$ cat src/design/tdp_pkg.sv
`timescale 1ns / 1ps

package tdp_pkg;

  // default operand width
  localparam int DATA_WIDTH = 32;

  // sequencer states
  typedef enum logic [2:0] {
    ST_IDLE,
    ST_DIV3,
    ST_DIV_LO,
    ST_DIV_HI,
    ST_FIN
  } state_t;

  // divider status toward the sequencer
  typedef struct packed {
    logic busy;
    logic done;
  } div_stat_t;

endpackage

$ cat src/design/tdp_divider.sv
`timescale 1ns / 1ps

module tdp_divider #(
  parameter int DATA_WIDTH = tdp_pkg::DATA_WIDTH
) (
  input  logic                  clk,
  input  logic                  rst_n,
  input  logic                  start,
  input  logic [DATA_WIDTH-1:0] dividend,
  input  logic [DATA_WIDTH-1:0] divisor,
  output tdp_pkg::div_stat_t    stat,
  output logic [DATA_WIDTH-1:0] quotient,
  output logic [DATA_WIDTH-1:0] remainder
);

  localparam int CntW = $clog2(DATA_WIDTH);

  logic [DATA_WIDTH-1:0] rem_r, rem_nxt;
  logic [DATA_WIDTH-1:0] quo_r, quo_nxt;
  logic [DATA_WIDTH-1:0] dvs_r;
  logic [CntW-1:0]       cnt_r;
  logic                  busy_r;
  logic                  done_r;
  logic [DATA_WIDTH:0]   trial;
  logic [DATA_WIDTH:0]   diff;
  logic                  ge;

  // one restoring step: shift in the next dividend bit, subtract if it fits
  always_comb begin
    trial   = {rem_r, quo_r[DATA_WIDTH-1]};
    diff    = trial - {1'b0, dvs_r};
    ge      = (trial >= {1'b0, dvs_r});
    rem_nxt = ge ? diff[DATA_WIDTH-1:0] : trial[DATA_WIDTH-1:0];
    quo_nxt = {quo_r[DATA_WIDTH-2:0], ge};
  end

  // control
  always_ff @(posedge clk) begin
    if (!rst_n) begin
      busy_r <= 1'b0;
      done_r <= 1'b0;
      cnt_r  <= '0;
    end else begin
      done_r <= 1'b0;
      if (start) begin
        busy_r <= 1'b1;
        cnt_r  <= CntW'(DATA_WIDTH - 1);
      end else if (busy_r) begin
        cnt_r <= cnt_r - 1'b1;
        if (cnt_r == '0) begin
          busy_r <= 1'b0;
          done_r <= 1'b1;
        end
      end
    end
  end

  // datapath
  always_ff @(posedge clk) begin
    if (start) begin
      rem_r <= '0;
      quo_r <= dividend;
      dvs_r <= divisor;
    end else if (busy_r) begin
      rem_r <= rem_nxt;
      quo_r <= quo_nxt;
    end
  end

  assign stat.busy = busy_r;
  assign stat.done = done_r;
  assign quotient  = quo_r;
  assign remainder = rem_r;

  // checks
  a_no_start_busy: assert property (@(posedge clk) disable iff (!rst_n)
    start |-> !busy_r)
    else $error("divider started while busy");
  a_done_idle: assert property (@(posedge clk) disable iff (!rst_n)
    done_r |-> !busy_r)
    else $error("divider done while busy");
  a_last_step: assert property (@(posedge clk) disable iff (!rst_n)
    (busy_r && !start && cnt_r == '0) |=> done_r)
    else $error("divider missed done after last step");

endmodule

$ cat config.mk
export PLATFORM = sky130hd
export DESIGN_NAME = tdp_divider
export DESIGN_NICKNAME = d
export VERILOG_FILES = /design/src/design/tdp_pkg.sv /design/src/design/tdp_divider.sv
export SDC_FILE = /design/constraint.sdc
export NUM_CORES = 1
export LEC_CHECK = 0
export BUFFER_PORTS_ARGS = -buffer_cell sky130_fd_sc_hd__buf_2
export CAP_MARGIN = 20
export CORE_UTILIZATION = 58
export CTS_CLUSTER_SIZE = 16
export DETAILED_ROUTE_END_ITERATION = 6
export PLACE_DENSITY_LB_ADDON = 0.15
export REMOVE_ABC_BUFFERS = 1
export SLEW_MARGIN = 10
export SYNTH_ARGS = -nofsm -noshare
export SYNTH_HDL_FRONTEND = slang
export SYNTH_SLANG_ARGS = --single-unit
$ cat constraint.sdc
create_clock -name clk -period 4.3 [get_ports clk]
set_input_delay 0.86 -clock clk [delete_from_list [all_inputs] [get_ports clk]]
set_output_delay 0.86 -clock clk [all_outputs]
set_load 0.01 [all_outputs]
Word-level counts from Yosys, hierarchy flattened
Cells that the tools add are included.
Storage, ports and cells
  register bits: 103
  bits of input ports: 67
  logic and storage cells: 23
Cells by class
  add/sub/neg operators: 2
  order comparisons: 1
  muxes and demuxes: 9
  bitwise gates (word level): 2
  reduce and logical (&&, ||, !) cells: 3
Operator list (number)
  $mux W32: 3
  $ge A33 B32 Y1: 1
  $sub A32 B32 Y32: 1
  $mux W5: 2
  $logic_not A5 Y1: 1
  $sub A5 B1 Y5 const B: 1
  $mux W1: 4
  $reduce_or A3 Y1: 1
  $not A1 Y1: 2
  $reduce_bool A2 Y1: 1

Longest topological paths before layout
  depth after elaboration: 4
  depth in mapped cells: 14

Worst setup path after synthesis
No wires, ideal clock.
  path type: register to register
  start: reg rem_r[25] (netlist: remainder[25])
  end: reg quo_r[0] (netlist: quotient[0]), data pin
  arrival: 2402 ps
  data required time: 4040 ps
  slack: 1638 ps
  cell stages (with the launch flop): 11
  period minus slack after synthesis: 2662 ps
  cells stage by stage: dfxtp_1 ha_1 buf_6 a21o_1 a21o_1 a21oi_2 o21ai_2 a2111oi_4 nand2_1 buf_2 mux2_2
On the way
  cells in the longest elaborated chain, start to end: 3
RTL lines
  start, declared: line tdp_divider.sv:18  | logic [DATA_WIDTH-1:0] rem_r, rem_nxt;
  start signal, assigned: line tdp_divider.sv:65  | rem_r <= rem_nxt;
  $ge A33 B32 Y1: line tdp_divider.sv:32  | ge = (trial >= {1'b0, dvs_r});
  $mux W32: line tdp_divider.sv:64  | end else if (busy_r) begin
  $mux W32: line tdp_divider.sv:60  | if (start) begin
  end signal, assigned: line tdp_divider.sv:62  | quo_r <= dividend;
  end signal, assigned: line tdp_divider.sv:66  | quo_r <= quo_nxt;
  end, declared: line tdp_divider.sv:19  | logic [DATA_WIDTH-1:0] quo_r, quo_nxt;
Every way passes these cells. The select of a mux whose other input is x is not followed.
A chain may end at the register's enable or synchronous reset.

Worst setup path in the final report
  start: reg dvs_r[1]
  end: reg rem_r[13] (netlist: remainder[13])
On the way
  cells in the longest elaborated chain, start to end: 2
  elaborated cells on any way between the ends: 3
RTL lines
  start, declared: line tdp_divider.sv:20  | logic [DATA_WIDTH-1:0] dvs_r;
  start signal, assigned: line tdp_divider.sv:63  | dvs_r <= divisor;
  $sub A32 B32 Y32 / $ge A33 B32 Y1 (equally long branches): line tdp_divider.sv:31, tdp_divider.sv:32
  $mux W32 (*): line tdp_divider.sv:33  | rem_nxt = ge ? diff[DATA_WIDTH-1:0] : trial[DATA_WIDTH-1:0];
Mark *: on every way between the ends. The rest lies on a longest branch, timed or not.

==> results.cfg <==
[status]
outcome = finished, final reports clean

[clocking]
clock_latency_ps = 390
clock_path_buffers = 2
numCtsBuffers = 9
holdBufCountCts = 0
cts_resized = 0
cts_sinks = 103
root_buffer = clkbuf_8
post-cts-setup-buffers = 0
tritoncts = done
clkTransAtPathRegs_ps = 110
htree_levels = 3

[setup_path]
arrival_ps = 3710
required_ps = 4610
crit_path_end_kind = flip-flop
path_class = flip-flop to flip-flop
startpoint_type = flip-flop
cp_max_fo = 21

[place]
dpl.hpwl_um = 10400
io_buffer_count = 132
placed_cell_area_um2 = 6750
routabilityCongestion = 0.895
pre_cts_ws_ps = 987

[pwr]
ir_drop_mv = 0.302
power_mw = 2.54
power_density_nw_per_um2 = 364
leakagePower_nw = 3.07

[logic_synthesis]
synth_seq_cells = 103
synth_commonest_cells = edfxtp_1 (64), nand2_1 (56), inv_1 (45), nor2_1 (45), dfxtp_1 (39)
syn_area_um2 = 6040
yosysSeqAreaShare = 0.448
postSynth.asyncResetShare = 0
syn_inst = 596
yosysMostFrequentCell = edfxtp_1
avgSynthCellArea_um2 = 10.1
yosysWarningCount = 0
yosys-top-cells-area = edfxtp_1 (32%), dfxtp_1 (13%), ha_1 (7.0%), mux2_2 (6.0%), nand2_1 (3.5%)
yosys_most_used_dff = edfxtp_1
synth_edf_count = 64
ys_types = 59
synth_top_area_cell = edfxtp_1
yosysTopAreaCellShare = 0.318

[sta]
worst_pin_slew_ps = 633
final_hold_viol_count = 0
min_period_over_period = 0.790
fin_ws_ps = 902
max_slew_margin = 0.578
clock_skew_ps = 20.1
post-route-min-period_ps = 3400
final_max_slew_viol_count = 0
rsz0062_at_grt = false
finalSetupTns_ps = 0
setup_violations = 0
max_freq_ghz = 0.294

[floorplan]
die_x_um = 104
die_h_um = 104
core_area_um2 = 9910
ios = 133
fp-row-count = 36
dieArea_um2 = 10800
start_util = 0.609

[detailed_routing]
via_per_inst = 5.87
route.detailed.drc = 0
totalWireLength_um = 14100
firstDrtPassIters = 5
detail-route-antenna-nets = 0
vias = 5005
dr.first_iter.drc_count = 300
wl_per_cell_um = 16.5

[cells_and_area]
area_growth_syn_to_layout_pct = 15.3
fin_nets = 817
n_antenna_cell = 0
fill_cells = 798
final_area_um2 = 6960
layout-drive-gt1-share = 0.286

[grt]
grt-ovfl-total = 0
grt_max_degree = 38
grt_use_total = 0.268
grt_pass1_wl_um = 23100
first_global_vias = 4867
antenna_found_initial = 0

[min_path]
hp-class = flip-flop to flip-flop

[job]
cap_violations = 0
==> cell usage in the layout (no fill, tap or decap), types with 10 or more instances in the layout <==
master    instances
dfxtp_1          39
ha_1             34
mux2_2           32
a21oi_1          38
o21ai_0          22
buf_2           131
xor2_1           10
inv_1            45
a311oi_2         11
edfxtp_1         64
nand2_1          56
nor2_1           45
a21o_1           13
xnor2_1          21
nand3_1          21
==> state kept, by name, indices dropped and copies added (netlist names) <==
signal,count
busy_r,1
cnt_r,5
dvs_r,32
remainder,32
done_r,1
quotient,32
==> cell families (layout without fill, tap and decap cells) <==
kind of cell    after synthesis  in the layout  synth area share
compound gates              142            142             0.176
flops                       103            103             0.448
fa+ha+maj                    35             35            0.0738
mux                          37             37            0.0680
xor+xnor                     31             31            0.0450
simple gates                171            171             0.133
buf+inv                      77            201            0.0564
==> stage by stage <==
| step | instances | hold slack (ps) | utilization |
|---|---|---|---|
| finish | 853 | 503 | 0.702 |
| global route | 853 | 532 | 0.702 |
| CTS | 853 | 507 | 0.702 |
| detailed placement | 837 | 493 | 0.682 |
| global placement | 837 | 479 | 0.682 |
| floorplan | 564 | 507 | - |
==> final timing paths <==
path / from / slack [ps] / to / cells past startpoint
max: dvs_r[1] / 900 / remainder[13] / 12
min: remainder[25] / 500 / remainder[25] / 2
max reg2reg: dvs_r[1] / 900 / remainder[13] / 12
min reg2reg: remainder[25] / 500 / remainder[25] / 2
==> metal layers <==
| metal | vias to the layer above | global-route usage | share of wire |
|---|---|---|---|
| met5 | - | 0 | 0 |
| met4 | 0 | 0.120 | 0.028 |
| met3 | 34 | 0.0677 | 0.060 |
| met2 | 182 | 0.427 | 0.46 |
| met1 | 2378 | 0.344 | 0.45 |
| li1 | 2411 | - | - |
==> worst max-delay path, stage by stage, from the launching register on <==
cell	delay, ps
edfxtp_1	430
inv_1	80
ha_1	230
nor2b_1	150
o31ai_1	360
a211o_1	210
nand2_1	90
a21o_1	220
o31ai_4	280
and2_1	490
buf_4	380
nand2_1	120
a311oi_2	250
==> final cells by class <==
class | count | area, um^2 | area share
Multi-Input combinational cell | 416 | 2990 | 0.430
Inverter | 45 | 169 | 0.0243
Clock inverter | 6 | 77.6 | 0.0111
Clock buffer | 10 | 128 | 0.0183
Tap cell | 133 | 166 | 0.0239
Timing Repair Buffer | 140 | 723 | 0.104
Sequential cell | 103 | 2700 | 0.388
==> where the power goes <==
part           internal, mW  switching [mW]
clock network         0.278           0.355
registers              1.15          0.0601
logic                 0.285           0.409
total                  1.71           0.824
Note: power is estimated with default switching activity, not from simulation.
